`src/rtl/wma_pkg.sv`:
```
// Package for the windowed moving average block.
// Holds the ring sizes, the sequencer state and control types and the window length clamp.
// Used by windowed_moving_average and wma_checker; depends on nothing else.
package wma_pkg;

  localparam int unsigned WindowMax = 64;
  localparam int unsigned SlotW     = $clog2(WindowMax);
  localparam int unsigned LenW      = 7;
  localparam int unsigned SampleW   = 16;
  localparam int unsigned SumW      = 22;
  localparam int unsigned BitCntW   = $clog2(SumW);

  typedef enum logic [1:0] {
    StIdle,
    StUpdate,
    StDivide,
    StDone
  } wma_state_e;

  typedef struct packed {
    logic in_take;
    logic update;
    logic div_step;
    logic out_load;
  } wma_ctrl_t;

  function automatic logic [LenW-1:0] eff_len(input logic [LenW-1:0] len);
    logic [LenW-1:0] res;
    res = len;
    if (len == '0) begin
      res = LenW'(1);
    end else if (len > LenW'(WindowMax)) begin
      res = LenW'(WindowMax);
    end
    return res;
  endfunction

endpackage

```
`src/rtl/windowed_moving_average.sv`:
```
// Top level of the windowed moving average block.
// Holds the sample ring, the running sum and a bit-serial divider.
// Depends on wma_pkg.
//
// Usage: one signed 16-bit sample enters on the input channel (in_valid_i,
// in_stall_o, sample_i) and one result leaves on the output channel
// (out_valid_o, out_stall_i, average_o, window_sum_o, sample_count_o).
// An item is taken at a clock edge where valid is high and stall is low.
// The window length register is written through window_len_we_i and
// window_len_i; a write restarts the fill. Zero is taken as one and values
// above 64 as 64. Write it only while the block is idle.
// From acceptance to a valid result an item passes these steps: the oldest
// ring entry is read at the accepting edge, the update state refreshes the
// running sum and ring, the restoring divider in the divide state produces
// one quotient bit per cycle, and the done state loads the output register.
// A new item can be accepted in the cycle after the result is loaded, not
// before. The output register holds its item while out_stall_i is high; the
// block finishes the next item and then waits for the register to drain.
// Reset empties the window, sets the length to 64 and drops any pending
// result. The ring needs no clearing pass.
module windowed_moving_average (
  input  logic                              clk_i,
  input  logic                              rst_ni,
  input  logic                              window_len_we_i,
  input  logic [wma_pkg::LenW-1:0]          window_len_i,
  input  logic                              in_valid_i,
  output logic                              in_stall_o,
  input  logic signed [wma_pkg::SampleW-1:0] sample_i,
  output logic                              out_valid_o,
  input  logic                              out_stall_i,
  output logic signed [wma_pkg::SampleW-1:0] average_o,
  output logic signed [wma_pkg::SumW-1:0]    window_sum_o,
  output logic [wma_pkg::LenW-1:0]          sample_count_o
);
  import wma_pkg::*;

  wma_state_e state_q, state_d;
  wma_ctrl_t  ctrl;

  logic [SampleW-1:0] ring_q [WindowMax];
  logic [SampleW-1:0] rdata_q;
  logic [SampleW-1:0] sample_q;

  logic [LenW-1:0]    window_len_q;
  logic [LenW-1:0]    fill_q, fill_d;
  logic [SlotW-1:0]   oldest_q, oldest_d;
  logic [SumW-1:0]    total_q, total_d;
  logic [BitCntW-1:0] bit_cnt_q;
  logic               out_valid_q;

  logic               neg_q;
  logic [LenW-1:0]    rem_q;
  logic [SumW-1:0]    dvd_q;
  logic [SumW-1:0]    quot;
  logic [LenW:0]      trial;
  logic               trial_ge;

  logic [LenW-1:0]    len;
  logic               full;
  logic [SlotW-1:0]   wr_slot;
  logic [SumW-1:0]    old_ext;
  logic [SumW-1:0]    abs_total;

  logic signed [SampleW-1:0] avg_q;
  logic signed [SumW-1:0]    sum_q;
  logic [LenW-1:0]           cnt_q;

  assign len  = eff_len(window_len_q);
  assign full = (fill_q >= len);

  always_comb begin
    state_d = state_q;
    unique case (state_q)
      StIdle: begin
        if (in_valid_i) begin
          state_d = StUpdate;
        end
      end
      StUpdate: state_d = StDivide;
      StDivide: begin
        if (bit_cnt_q == '0) begin
          state_d = StDone;
        end
      end
      StDone: begin
        if (!out_valid_q || !out_stall_i) begin
          state_d = StIdle;
        end
      end
      default: state_d = StIdle;
    endcase
  end

  always_comb begin
    ctrl = '0;
    unique case (state_q)
      StIdle:   ctrl.in_take  = in_valid_i;
      StUpdate: ctrl.update   = 1'b1;
      StDivide: ctrl.div_step = 1'b1;
      StDone:   ctrl.out_load = !out_valid_q || !out_stall_i;
      default:  ctrl = '0;
    endcase
  end

  assign in_stall_o = (state_q != StIdle);

  always_comb begin
    old_ext = full ? {{(SumW-SampleW){rdata_q[SampleW-1]}}, rdata_q} : '0;
    total_d = total_q + {{(SumW-SampleW){sample_q[SampleW-1]}}, sample_q} - old_ext;
    abs_total = total_d[SumW-1] ? (~total_d + SumW'(1)) : total_d;
    fill_d   = fill_q;
    oldest_d = oldest_q;
    wr_slot  = oldest_q;
    if (!full) begin
      fill_d  = fill_q + LenW'(1);
      wr_slot = fill_q[SlotW-1:0];
    end else if (({1'b0, oldest_q} + LenW'(1)) >= len) begin
      oldest_d = '0;
    end else begin
      oldest_d = oldest_q + SlotW'(1);
    end
  end

  assign trial    = {rem_q, dvd_q[SumW-1]};
  assign trial_ge = (trial >= {1'b0, fill_q});
  assign quot     = neg_q ? (~dvd_q + SumW'(1)) : dvd_q;

  always_ff @(posedge clk_i) begin
    rdata_q <= ring_q[oldest_q];
    if (ctrl.update) begin
      ring_q[wr_slot] <= sample_q;
    end
  end

  always_ff @(posedge clk_i or negedge rst_ni) begin
    if (!rst_ni) begin
      state_q      <= StIdle;
      window_len_q <= LenW'(WindowMax);
      fill_q       <= '0;
      oldest_q     <= '0;
      total_q      <= '0;
      bit_cnt_q    <= '0;
      out_valid_q  <= 1'b0;
    end else begin
      state_q <= state_d;
      if (window_len_we_i) begin
        window_len_q <= window_len_i;
        fill_q       <= '0;
        oldest_q     <= '0;
        total_q      <= '0;
      end else if (ctrl.update) begin
        fill_q   <= fill_d;
        oldest_q <= oldest_d;
        total_q  <= total_d;
      end
      if (ctrl.update) begin
        bit_cnt_q <= BitCntW'(SumW - 1);
      end else if (ctrl.div_step && bit_cnt_q != '0) begin
        bit_cnt_q <= bit_cnt_q - BitCntW'(1);
      end
      if (ctrl.out_load) begin
        out_valid_q <= 1'b1;
      end else if (!out_stall_i) begin
        out_valid_q <= 1'b0;
      end
    end
  end

  always_ff @(posedge clk_i) begin
    if (ctrl.in_take) begin
      sample_q <= sample_i;
    end
    if (ctrl.update) begin
      neg_q <= total_d[SumW-1];
      dvd_q <= abs_total;
      rem_q <= '0;
    end else if (ctrl.div_step) begin
      rem_q <= trial_ge ? LenW'(trial - {1'b0, fill_q}) : trial[LenW-1:0];
      dvd_q <= {dvd_q[SumW-2:0], trial_ge};
    end
    if (ctrl.out_load) begin
      avg_q <= quot[SampleW-1:0];
      sum_q <= total_q;
      cnt_q <= fill_q;
    end
  end

  assign out_valid_o    = out_valid_q;
  assign average_o      = avg_q;
  assign window_sum_o   = sum_q;
  assign sample_count_o = cnt_q;

endmodule

```
`config.mk`:
```
export PLATFORM = sky130hd
export DESIGN_NAME = windowed_moving_average
export DESIGN_NICKNAME = d
export VERILOG_FILES = /design/src/rtl/wma_pkg.sv /design/src/rtl/windowed_moving_average.sv
export SDC_FILE = /design/constraint.sdc
export NUM_CORES = 1
export LEC_CHECK = 0
export BUFFER_PORTS_ARGS = -buffer_cell sky130_fd_sc_hd__buf_2
export CELL_PAD_IN_SITES_DETAIL_PLACEMENT = 1
export CELL_PAD_IN_SITES_GLOBAL_PLACEMENT = 1
export CORE_MARGIN = 4
export CORE_UTILIZATION = 35
export DETAILED_ROUTE_END_ITERATION = 12
export PLACE_DENSITY_LB_ADDON = 0.15
export SYNTH_ARGS = -nofsm -noshare
export SYNTH_HDL_FRONTEND = slang
export SYNTH_SLANG_ARGS = --single-unit
```
`constraint.sdc`:
```
create_clock -name clk_i -period 11.76 [get_ports clk_i]
set_input_delay 2.352 -clock clk_i [delete_from_list [all_inputs] [get_ports clk_i]]
set_output_delay 2.352 -clock clk_i [all_outputs]
set_load 0.02 [all_outputs]
```
# == After elaboration in Yosys (flattened, before gate mapping) ==
# Memory sizes are Yosys's and may differ from the RTL's. A register that Yosys moved wholly into a read port is not among the register bits.
# Index checks and enable logic that the tools add are counted.
# word_totals
output_inout_bits,47
elab_cells,86
regBits,141
ram_bits,1024
inputBits,28
memories,1
# op_classes
reduce_logical,16
mux,32
bitwise_logic,2
n_eq_ne,8
n_addsub,9
n_lt_le_gt_ge,4
# mem_list
memory,depth,word_bits,rd,rd_clocked_by_memory_dff,write_ports,line_no,rtl
ring_q,64,16,1,1,1,windowed_moving_average.sv:40,logic [SampleW-1:0] ring_q [WindowMax];
# op_table
operator,n
$mux 22,6
$mux 7,6
$mux 6,5
$add 22x1->22 const B,1
$add 22x22->22,1
$not 22->22,1
$sub 22x22->22,1
$add 16x1->16 const B,1
$mux 16,1
$not 16->16,1
$ge 7x7->1,2
$mux 5,2
$reduce_bool 2->1,5
$ge 8x7->1,1
$mux 1,8
$ne 2x2->1 const B,4
$pmux 2 s4,1
$add 6x1->7 const B,1
$add 7x1->7 const B,1
$gt 7x7->1 const B,1
$logic_not 7->1,1
$sub 7x7->7,1
$add 6x1->6 const B,1
$mux 2,3
other kinds (12),15

# == Logic depth before layout (Yosys ltp) ==
# Gate-level depths: netlist of run 1.
# logic_depth
word_depth,10
depth_mapped,31
depth_no_buf,26

# == Least setup slack after synthesis of run 1 ==
# OpenSTA, ideal clock, no wires.
# synth_path
kind,input to register
from,input out_stall_i
to,register avg_q[0] (netlist: average_o[0]) (enable)
required_ns,11.244
arrival_time_ns,5.660
setup_time_ns,0.516
path_slack_ns,5.584
stages,1
n_path_buf,0
cell_sequence,a21boi_0
# synth_via
elab_chain_len,3
# synth_lines
item,line_no,rtl
"start, declared",windowed_moving_average.sv:30,"input logic out_stall_i,"
$logic_not 1->1,-,
$logic_or 1x1->1,windowed_moving_average.sv:100,StDone: ctrl.out_load = !out_valid_q || !out_stall_i;
$mux 1,windowed_moving_average.sv:96,unique case (state_q)
"end signal, assigned",windowed_moving_average.sv:182,avg_q <= quot[SampleW-1:0];
"end, declared",windowed_moving_average.sv:64,logic signed [SampleW-1:0] avg_q;
# Every way passes these cells.
# A chain may end at the register's enable or synchronous reset.

# == Final worst setup path of run 1 ==
# layout_path
from,register window_len_q[1]
to,register dvd_q[7] (data pin)
# layout_via
elab_chain_len,10
word_cells_on_any_way,11
cone_classes,add/sub (2); order compare (2); mux (5); bitwise (1); reduce/logical (1)
# layout_lines
item,line_no,rtl
"start, declared",windowed_moving_average.sv:44,logic [LenW-1:0] window_len_q;
"start signal, assigned",windowed_moving_average.sv:138,window_len_q <= LenW'(WindowMax);
"start signal, assigned",windowed_moving_average.sv:147,window_len_q <= window_len_i;
$gt 7x7->1,wma_pkg.sv:32,end else if (len > LenW'(WindowMax)) begin
$mux 7,wma_pkg.sv:32,
$mux 7 *,wma_pkg.sv:30,if (len == '0) begin
$ge 7x7->1 *,windowed_moving_average.sv:69,assign full = (fill_q >= len);
$mux 22 *,windowed_moving_average.sv:108,"old_ext = full ? {{(SumW-SampleW){rdata_q[SampleW-1]}}, rdata_q} : '0;"
$sub 22x22->22 *,windowed_moving_average.sv:109,"total_d = total_q + {{(SumW-SampleW){sample_q[SampleW-1]}}, sample_q} - old_ext;"
$not 22->22,windowed_moving_average.sv:110,abs_total = total_d[SumW-1] ? (~total_d + SumW'(1)) : total_d;
$add 22x1->22,windowed_moving_average.sv:110,
$mux 22 *,windowed_moving_average.sv:110,
$mux 22 *,windowed_moving_average.sv:173,if (ctrl.update) begin
"end signal, assigned",windowed_moving_average.sv:175,dvd_q <= abs_total;
"end signal, assigned",windowed_moving_average.sv:179,"dvd_q <= {dvd_q[SumW-2:0], trial_ge};"
"end, declared",windowed_moving_average.sv:53,logic [SumW-1:0] dvd_q;
# Mark *: on every way between the ends. The rest lies on a longest branch, timed or not.

==> reports/summary.md, run 1 <==
In this run the worst hold path is classified as reg2reg. The tools report the overall die area as 145000 um2. At the end of the flow the core is filled with cells to 40.4%. Summing over every cut layer, the via total after detailed routing is 23900.

For this run, the total global-route usage over all layers was measured as 17.5%. The depth of the worst register-to-register path was 25; the share of total power consumed by net switching was 30.1%. In this run, distinct cell masters in the synthesized netlist total 67.

The area fraction in compound gates after synthesis is 2.47%. Hold path startpoint: total_q[13]. For the number of global-route vias before repair, the log shows 26000.

The clock net in this run drives a total of 1181 sinks. The biggest fanout along the worst timing path was 20; the global placement routability congestion was 0.806. In this run the remaining antenna-violating nets after routing total 0. During synthesis, Yosys emitted a total of 0 warnings.

The ratio of routed vias to standard cells works out to 5.30. Headroom to the max-slew limit came out at 16.7%. Summed over all layers, the global routing overflow is 0. Buffers inserted during clock tree synthesis total 133. The total number of nets in the final design was 2718. Internal power comes to 0.00831 W. For this design, the slowest cell found on the critical path is or4_1.

The worst register-to-register path begins at window_len_q[1]. The simple-gate portion of the synthesized area was 3.68%; the post-route setup TNS was 0 ps. From synthesis to final layout, the design area changed by 14.5%.

75 I/O pins were placed. The count of final hold-check violations came out at 0. The tools report the endpoint kind of the worst setup timing path as a register. By area the synthesized netlist is led by edfxtp_1, mux4_2, dfrtp_1.

Once placement finished, the instance area stood at 51400 um2. The run gives 17.8 nW as the total leakage power. Overall die width: 380 um. The tools report the root buffer selected by CTS as clkbuf_16. The worst setup path is launched from a register.

The primary flip-flop cell chosen by synthesis mapping was edfxtp_1. Starting utilization of the core area: 35.3%. The floorplan step defined a core boundary enclosing 138000 um2. Synthesis produced a netlist with a net count of 2562.

The total of cells resized after clock tree synthesis is 0. Initial antenna violation count: 3. The instance count of the mapped netlist came out at 2457. For this design the ratio of total power to cell area is 214 nW/um2. Across the VDD grid, the largest voltage drop is 0.149 mV. The critical path class was reg2reg. In this run the power spent charging and discharging nets is 0.00358 W. The cell type group with the largest total delay on the critical path is compound AO/OA/AOI/OAI gates. The adder and majority gate portion of the synthesized area was 2.32%.

Counting stages on the worst path, the most repeated cell is a21o_1. After synthesis, the largest family of logic cells by area is multiplexers. Entering global routing, the biggest net connects 116 pins. The mapped netlist covers 48500 um2. Of the post-synthesis cell area, the part taken by muxes is 16.6%. Summed over its instances, the top area cell type makes up 68.5% of the synthesized netlist area. The number of enable-type register cells in the synthesized netlist is 1108, and the number of hold-repair buffers added at the cts stage is 0. The share of power burned in the clock network is 33.6%.

The overall power after layout is 0.0119 W, and the XOR/XNOR share of the synthesized area is 1.03%. In the synthesized netlist the async set-or-reset flop fraction comes to 4.23%. After routing the design area is 55600 um2.

The first-pass iteration count of the detailed router is 5, and the ratio of final minimum period to clock period is 58.4%. The H-tree was split into 4 levels. Sequential elements use 72.1% of the synthesized area. No sink is reached through more buffers than the 3 on the longest clock path. The leading area contributor after synthesis is edfxtp_1. Registers are responsible for 43.6% of the overall power.

For the final database, setup skew stands at 36.0 ps. For the post-detailed-route DRC marker count, the log shows 0. The tool flagged a number of max-cap violations equal to 0. The count of routing violations after the opening detailed-route iteration was 1629; the post-synthesis area per instance was 19.8 um2.

The count of standard-cell rows is 136. In this design, the stage delay of the slowest critical-path cell is 570 ps. The half-perimeter wire length of the detailed placement result came out at 76600 um. The final-layout worst hold slack is 451 ps, and the wire length of the first global-routing pass is 185000 um.

From bottom edge to top edge, the die measures 380 um. In this run the critical register-to-register path is captured at dvd_q[7]. After detailed routing, the average wire length per cell comes to 27.9 um.

Derived from the worst setup path, the maximum achievable clock frequency is 0.146 GHz. Flop and latch count out of synthesis: 1181. The total buffers and inverters traversed by the critical path is 2. During placement, the flow inserted port buffers numbering 74. The clock reaches the later pin of the worst-skew pair after 770 ps.

The run gives 126000 um as the wire length reported by the detailed router. Setup repair after global routing left no endpoint under its margin. The total of endpoints with negative setup slack in the final report came out at 0. For the register-to-register setup slack, the log shows 4890 ps. For the required arrival time at the worst endpoint, the log shows 12260 ps. Worst hold endpoint: window_sum_o[13]. The fraction of layout instances using a drive strength above 1 was 26.3%. The arrival time at the worst endpoint was 7360 ps; the pin slew with the least headroom to its limit was 1250 ps. Clock-pin slew was measured on the worst setup and hold paths at 50 ps. For the relative contribution of combinational cells to total power, the log shows 22.8%. The flow ran to the end, and the final reports show no timing, DRC or antenna violations.

Number of pins with negative max-slew slack in the final report: 0. Buffers added to address setup during post-CTS repair amount to 0. TritonCTS built the clock tree.

The clock period could shrink to 6870 ps. The worst hold path cell count came out at 0.
==> per-layer routing <==
metal  part of all wire, %  vias to the layer above  track usage, %
li1                      -                    10300               -
met1                    44                    13000            24.1
met2                    49                      490            28.9
met3                   4.4                      161            3.03
met4                   1.9                        0            4.58
met5                     0                        -               0
==> cells by family after synthesis <==
logic type,after synthesis
xor gates and xnor gates,57
adders and majority gates,77
AOI/OAI and AO/OA,182
DFF,1181
muxes,382
and+or+nand+nor,342
buffers and inverters,236
==> sequential cells by signal, indices dropped and copies added (netlist names), 2 cells and up <==
register        cells
average_o          16
bit_cnt_q           5
dvd_q              22
fill_q              7
oldest_q            6
rdata_q            16
rem_q               7
ring_q           1024
sample_count_o      7
sample_q           16
state_q             2
total_q            22
window_len_q        7
window_sum_o       22
==> worst max path at each step <==
stage	start	cells after the start	end	slack, ps
6_report	window_len_q[1]	25	dvd_q[7]	4890
3_3_place_gp	window_len_q[1]	25	dvd_q[7]	4940
4_1_cts	window_len_q[1]	25	dvd_q[7]	4850
3_5_place_dp	window_len_q[1]	25	dvd_q[7]	4880
5_1_grt	window_len_q[1]	25	dvd_q[4]	4370
2_1_floorplan	out_stall_i	1	average_o[0]	5580
==> metrics by stage <==
| stage | setup WS (ps) | cells |
|---|---|---|
| after CTS | 4850 | 4507 |
| final | 4890 | 4510 |
| after floorplan | 5580 | 2457 |
| after global routing | 4370 | 4507 |
| after detailed placement | 4880 | 4272 |
| after global placement | 4940 | 4272 |
==> cell usage after synthesis (3+ instances only) <==
library cell  count
o22ai_1           3
a41oi_1           4
nand3_1          23
and3_1           54
edfxtp_1       1108
or3_1            12
or4_1             8
dfxtp_1          23
a21o_1           17
dfrtp_1          49
and2_1           21
o21ai_0          34
ha_1             55
xor2_1           17
buf_1            29
nand2b_1         12
xnor2_1          40
nor2b_1           6
nand4_1          11
a21oi_1          59
nor4_1            5
o31ai_1          10
mux4_2          336
nand2_1          56
nand3b_1          3
nor3_1           17
nor2_1           87
inv_1           111
buf_2             9
a21boi_0          4
a22o_1            3
mux2i_1          30
clkbuf_1         86
a31oi_1           5
mux2_2           16
fa_1             22
a211oi_1         16
nor3b_1          19
==> cell type report <==
class	count	area (um2)
Clock inverter	60	636
Clock buffer	175	3530
Timing Repair Buffer	145	916
Tap cell	1794	2240
Multi-Input combinational cell	1040	12800
Sequential cell	1181	35000
Antenna cell	3	7.51
Fill cell	13100	82100
Inverter	112	420
==> power by group through the flow <==
stage          Sequential, W  Clock, W  Combinational [W]
2_1_floorplan        0.00536         0            0.00180
3_3_place_gp         0.00527         0            0.00266
3_5_place_dp         0.00528         0            0.00275
4_1_cts              0.00520   0.00412            0.00276
5_1_grt              0.00521   0.00431            0.00304
6_report             0.00519   0.00399            0.00272
==> placed cells by master, fill, tap and decap left out, types with 17 or more instances in the layout <==
cell,count
nor3_1,17
edfxtp_1,1108
clkbuf_1,40
clkbuf_16,135
dfxtp_1,23
inv_1,111
and2_1,21
mux4_2,336
mux2i_1,24
nand2_1,56
xnor2_1,40
and3_1,54
xor2_1,17
o21ai_0,34
ha_1,54
a21o_1,17
nor2_1,87
nand3_1,23
buf_4,70
a21oi_1,59
dfrtp_1,45
clkinv_1,24
fa_1,22
buf_2,74
Power figures use the tool's default switching activity.
==> run 2, diff against run 1 <==
- clock period: 11.76 -> 6.7 ns (I/O delays scaled with it)
==> run 2 against run 1 <==
Effect of this change: sequential share of layout area decreased by 0.35 points; global-route usage increased by 0.068 points; routed wire length increased by 0.71%; die area unchanged; count of clock-buffer cells in the layout decreased by 4; combinational power increased by 82%; via count increased by 0.58%; critical path depth decreased by 1; largest cell class unchanged.
==> reports/summary.md, run 2 (synthesis gave the netlist of run 1 again) <==
The run finished with clean final reports. The pin slew with the least headroom to its limit came out at 1120 ps (-125 ps). For the boundary pin count, the log shows 75 (unchanged). The area of the multi-input gates came out at 12800 um2 (about the same).

The worst register-to-register path begins at window_len_q[1]. The tools report the final global-route overflow total as 0 (unchanged). Commonest non-fill, non-tap cell in the layout: edfxtp_1.

The global routing usage summed across all routing layers was 17.5% (+0.068 points). The port buffer count works out to 74 (unchanged). The library cell contributing the largest single delay on the critical path is or4b_1. Setup repair after global routing left no endpoint under its margin.

The via count was 24000 (+0.58%). The post-detailed-route DRC marker count came out at 0 (unchanged). TritonCTS built the clock tree.

The ratio of final minimum period to clock period works out to 93.7% (+35 points). The number of buffers created by CTS was 134 (+0.75%). The run gives 770 ps (about the same) as the clock latency reported for the late side of the worst-skew pair. The logs give 2739 (+0.77%) for the total number of nets in the final design and 181 ps (-4700 ps) for the post-place setup slack. The worst hold endpoint was window_sum_o[13]. Number of hold-repair buffers added at the cts stage: 0 (unchanged). The critical path class was reg2reg. The height of the chip is 380 um (unchanged), and the number of pins with negative max-slew slack in the final report is 0 (unchanged). The pin count of the biggest net entering global routing is 146 (+26%).

For the first-pass iteration count of the detailed router, the log shows 5 (unchanged). The tools report the final worst-path setup slack as 424 ps (-4470 ps). The tools report the CTS H-tree depth as 4 (unchanged). The number of routed nets with antenna violations was 0 (unchanged). Walking the worst path, the cells encountered are nor3_1, a21oi_1, nor2_1, ha_1, nand2b_1, a21o_1, a21o_1, a21o_1, a21o_1, a21o_1, a21o_1, and2_1, fa_1, inv_1, ha_1, a21o_1, a31oi_4, a211oi_2, or4b_1, a21o_1, a211oi_4, nand3_2, and3_1, o31ai_2.

Worst clock skew: 30.5 ps (-5.50 ps). The half-perimeter wire length of the detailed placement result was 77400 um (+1.1%); the number of flip-flops under the largest register name was 1024 (unchanged). The wire length per cell was 27.9 um (about the same).

The top cell types in the final layout, fill and taps aside, are edfxtp_1, mux4_2, clkbuf_16. The tools report the critical path launch point type as a register. The tools report the required arrival time at the worst endpoint as 7300 ps (-4960 ps). The number of max-cap violations was 0 (unchanged); the register-to-register setup slack was 420 ps (-4470 ps).

The wire length of the first global-routing pass was 185000 um (+0.15%). The biggest fanout along the worst timing path is 17 (-15%). The worst register-to-register path ends at dvd_q[16]. The tools report the max-slew headroom at the worst pin as 22.9% (+6.2 points). The tools report the initial antenna violation count as 9 (+6). The core region area is 138000 um2 (unchanged). Count of standard-cell rows: 136 (unchanged). The overall power after layout is 0.0212 W (+78%).

The path class of the lowest-slack min-delay path is reg2reg. For the maximum clock path buffer count, the log shows 3 (unchanged). The layout overhead on the synthesized area works out to 15.1%. Largest vdd supply drop: 0.191 mV (+28%). The starting utilization of the core area came out at 35.3% (unchanged). The number of global-route vias before repair came out at 25800 (-0.91%). The wire length reported by the detailed router was 127000 um (+0.71%). The final critical delay including setup and external delays is 6280 ps (-590 ps), and the power per standard cell area is 380 nW/um2 (+77%).

The total leakage power was 18.0 nW (+0.97%); the fraction of layout instances using a drive strength above 1 was 27.2% (+0.93 points). The endpoint kind of the worst setup timing path was a register. The number of filler cells placed in the layout is 13100 (+0.077%). The worst hold path cell count works out to 0 (unchanged). The most numerous cell on the critical path was a21o_1.

The overall die area is 145000 um2 (unchanged). The highest cell delay on the worst timing path was 510 ps (-60 ps). CTS placed an instance of clkbuf_16 at the clock tree root. The count of routing violations after the opening detailed-route iteration is 1748 (+7.3%), and the arrival time at the worst endpoint is 6880 ps (-480 ps). The depth of the worst register-to-register path works out to 24 (-4.0%). ring_q holds more flip-flops than any other register. For the number of clock sinks, the log shows 1181 (unchanged). The ratio of routed vias to standard cells is 5.30 (about the same), and the highest clock frequency the design can meet is 0.159 GHz (+9.4%). The logs give 0 (unchanged) for the count of final hold-check violations and 0 ps (unchanged) for the post-route setup TNS. The overall die width was 380 um (unchanged); the area taken by flip-flops and latches was 35000 um2 (unchanged). The clock transition at the registers of the reported paths was 60 ps (about the same); the share of the core filled with cells was 40.6% (+0.23 points). The run gives 0.800 (-0.82%) as the global placement routability congestion. The total of endpoints with negative setup slack in the final report came out at 0 (unchanged). In this run the most critical hold path is launched from total_q[13].
## run 2: cell types whose count changed in the layout (fill, tap and decap cells not counted), moves of 3 or more
cell / before / now
clkbuf_8: 0 / 3
clkinv_1: 24 / 29
buf_4: 70 / 88
clkbuf_1: 40 / 34
bufinv_16: 8 / 11
## run 2: worst max-delay path: cells and delay by family, from the launching register on
kind,cells,cell delay (ps)
and+or+nand+nor,7,1760
buffers and inverters,1,50
adders and majority gates,3,1110
AOI/OAI and AO/OA,13,2790
DFF,1,400
## run 2: worst max path at each step
stage                           end       startpoint  depth (start not counted)
after floorplan           dvd_q[13]        fill_q[0]                         26
after global routing       dvd_q[4]  window_len_q[1]                         26
after global placement    dvd_q[13]  window_len_q[1]                         24
after CTS                 dvd_q[13]  window_len_q[1]                         24
final                     dvd_q[16]  window_len_q[1]                         24
after detailed placement  dvd_q[13]  window_len_q[1]                         24
## run 2: cell type report
cell class | count | share of cell area [%]
timing repair buffer | 165 | 1.95
inverter | 112 | 0.759
antenna | 4 | 0.0179
clock buffer | 171 | 6.30
multi-input combinational | 1040 | 23.0
sequential | 1181 | 62.6
clock inverter | 73 | 1.36
tap | 1794 | 4.02
## run 2: per-stage QoR
stage	area (um2)	hold WS, ps	std cells
after floorplan	48500	425	2457
after global placement	51600	440	4288
after detailed placement	51600	464	4288
after CTS	55800	480	4532
after global routing	55900	493	4536
final	55900	466	4540
## run 2: timing repair
action / 4_1_cts / 5_1_grt
setup buffers: 0 / 4
hold endpoints to repair: 0 / 0
resized for setup: 0 / 4
setup endpoints to repair: 0 / 14
## run 2: where the power goes
part / switching [W] / internal [W]
combinational: 0.00311 / 0.00184
sequential: 0.000254 / 0.00885
clock: 0.00300 / 0.00418
## run 2: metal layers
metal | routed length (um) | share of wire, % | GRT usage, %
met5 | 0 | 0 | 0
met4 | 3790 | 3.0 | 5.97
met3 | 6930 | 5.5 | 3.90
met1 | 55300 | 44 | 23.9
met2 | 60800 | 48 | 28.0
==> run 3, diff against run 2 <==
- PLACE_DENSITY_LB_ADDON: 0.15 -> 0.1
==> run 3 against run 2 <==
Effect of this change: sequential power about the same; clock power down 0.7%; fmax up 0.39%; core utilization down 0.060 points; sequential cell count unchanged; die area unchanged; global-route usage up 0.54 points; worst setup slack better by 24 ps; hold slack worse by 4.0 ps; sequential share of layout area up 0.093 points; via count down 0.38%; critical endpoint is now dvd_q[10]; largest cell class unchanged.
==> reports/summary.md, run 3 (synthesis gave the netlist of run 1 again) <==
The overall die width was 380 um (unchanged). The boundary pin count is 75 (unchanged). The net switching power was 0.00630 W (-0.85%); the ratio of final minimum period to clock period was 93.3% (-0.36 points). Clock transition at the registers of the reported paths: 60 ps (about the same). The wire length per cell is 28.8 um (+3.1%), and the number of global-route vias before repair is 25900 (+0.53%). Post-route setup TNS: 0 ps (unchanged). The port buffer count works out to 74 (unchanged). Critical path launch point type: a register.

The relative contribution of combinational cells to total power was 23.1% (-0.2 points); the required arrival time at the worst endpoint was 7220 ps (-80 ps). For the overall die area, the log shows 145000 um2 (unchanged). The final global-route overflow total was 0 (unchanged). TritonCTS built the clock tree. For the total number of nets in the final design, the log shows 2733 (-0.22%). The pin count of the biggest net entering global routing came out at 112 (-23%).

The number of flip-flops under the largest register name was 1024 (unchanged). Setup repair after global routing left no endpoint under its margin. The top cell types in the final layout, fill and taps aside, are edfxtp_1, mux4_2, clkbuf_16.

The tools report the count of final hold-check violations as 0 (unchanged). The run gives 11.2% (-12 points) as the max-slew headroom at the worst pin. Starting utilization of the core area: 35.3% (unchanged). The number of filler cells placed in the layout was 13000 (-0.30%); the clock latency reported for the late side of the worst-skew pair was 770 ps (about the same).

The core region area was 138000 um2 (unchanged). The total cell area at the placement stage was 51600 um2 (about the same); the biggest fanout along the worst timing path was 17 (unchanged). ring_q holds more flip-flops than any other register. For the wire length of the first global-routing pass, the log shows 189000 um (+2.2%). The tools report the number of pins with negative max-slew slack in the final report as 0 (unchanged). The pin slew with the least headroom to its limit is 1330 ps (+207 ps), and the overall power after layout is 0.0211 W (-0.62%). The cell area after layout is 55800 um2 (-0.15%), and the final critical delay including setup and external delays is 6250 ps (-24.2 ps).

The run gives 16 (+7) as the initial antenna violation count. The post-detailed-route DRC marker count was 0 (unchanged). The share of the core filled with cells came out at 40.5% (-0.060 points). The largest vdd supply drop is 0.187 mV (-1.9%).

The run gives 33.8% (about the same) as the share of power burned in the clock network. The ratio of routed vias to standard cells is 5.29 (-0.16%), and the highest clock frequency the design can meet is 0.160 GHz (+0.39%). The logs give 136 (unchanged) for the count of standard-cell rows and 18.1% (+0.54 points) for the global routing usage summed across all routing layers. The fraction of layout instances using a drive strength above 1 is 27.0% (-0.18 points), and the share of total power consumed by net switching is 29.9% (-0.068 points). The launching instance or port of the critical path is window_len_q[1].

The total of endpoints with negative setup slack in the final report is 0 (unchanged). The run gives 4 (unchanged) as the CTS H-tree depth. The number of buffers created by CTS was 134 (unchanged). The worst clock skew was 35.2 ps (+4.72 ps). The tools report the arrival time at the worst endpoint as 6770 ps (-110 ps).

In this run the clock root is driven by a clkbuf_16. The logs give 1767 (+1.1%) for the count of routing violations after the opening detailed-route iteration and 80100 um (+3.4%) for the half-perimeter wire length of the detailed placement result. Critical path class: reg2reg. The run gives 24000 (-0.38%) as the via count. STA classifies the critical path endpoint as a register. The height of the chip is 380 um (unchanged), and the area taken by flip-flops and latches is 35000 um2 (unchanged).

The run gives 0.0148 W (-0.53%) as the internal power contribution. The layout overhead on the synthesized area was 15.0%; the area of the multi-input gates was 12900 um2 (about the same). Power per standard cell area: 378 nW/um2 (-0.48%).

Number of hold-repair buffers added at the cts stage: 0 (unchanged). The first-pass iteration count of the detailed router was 5 (unchanged); the buffers inserted during post-CTS setup optimization was 0 (unchanged). For the number of max-cap violations, the log shows 0 (unchanged).

The logs give 18.0 nW (-0.15%) for the total leakage power and 0.785 (-1.8%) for the global placement routability congestion. The launch point of the worst reg-to-reg path is window_len_q[1]. The wire length reported by the detailed router was 130000 um (+2.8%); the number of routed nets with antenna violations was 0 (unchanged). The library cell used most frequently in the layout, excluding fill and tap cells, is edfxtp_1. The run finished with clean final reports. The run gives 3 (unchanged) as the maximum clock path buffer count. The worst hold path begins at total_q[7]. In this run the worst hold path is classified as reg2reg. The tools report the proportion of power drawn by flip-flops and latches as 43.2% (+0.3 points). The number of clock sinks was 1181 (unchanged).
## run 3: area by class of cell
type / instances / area share [%]
clock buffer: 176 / 6.63
antenna: 5 / 0.0224
sequential: 1181 / 62.7
clock inverter: 63 / 0.937
tap: 1794 / 4.02
timing repair buffer: 159 / 1.90
inverter: 112 / 0.760
multi-input combinational: 1040 / 23.0
## run 3: per-layer routing
metal  global-route usage [%]  vias to the layer above  share of wire [%]
li1                         -                    10300                  -
met1                     23.9                    12900                 43
met2                     29.3                      556                 49
met3                     4.63                      204                5.8
met4                     5.87                        2                2.9
met5                        0                        -              0.010
## run 3: critical path, stage by stage (launching register included)
cell        delay [ps]
dfrtp_1            390
nor3_1             220
a21oi_1            100
nor2_1             150
ha_1               250
nand2b_1           150
a21o_1             180
a21o_1             170
a21o_1             170
a21o_1             190
a21o_1             210
a21o_2             320
and2_1             210
fa_1               470
inv_1               40
ha_1               380
a21o_1             240
a31oi_4            210
a21oi_1            200
or4_1              560
and3_1             160
a211o_1            270
clkinvlp_4         200
o31ai_1            120
xor2_1             170
mux2_2             270
## run 3: what timing repair did
| action | CTS | global route |
|---|---|---|
| setup endpoints to repair | 0 | 14 |
| resized for setup | 0 | 5 |
| endpoints found under the hold margin | 0 | 0 |
## run 3: path summary, 6_finish.rpt
| path | to | slack (ps) | depth (start not counted) |
|---|---|---|---|
| max | dvd_q[10] | 450 | 25 |
| min | window_sum_o[7] | 460 | 0 |
| max reg2reg | dvd_q[10] | 450 | 25 |
| min reg2reg | window_sum_o[7] | 460 | 0 |
| max in group asynchronous | oldest_q[1] | 5370 | 2 |
| min in group asynchronous | total_q[18] | 700 | 2 |
## run 3: power by group through the flow
stage	combinational (W)	clock, W	sequential [W]
2_1_floorplan	0.00315	0	0.00942
3_3_place_gp	0.00480	0	0.00926
3_5_place_dp	0.00492	0	0.00928
4_1_cts	0.00495	0.00734	0.00912
5_1_grt	0.00543	0.00765	0.00916
6_report	0.00486	0.00712	0.00911
## run 3: through the flow
step,hold WS (ps),instances,worst slack [ps]
2_1_floorplan,425,2457,539
3_3_place_gp,443,4286,262
3_5_place_dp,450,4286,194
4_1_cts,463,4525,167
5_1_grt,467,4525,16.3
6_report,462,4530,448
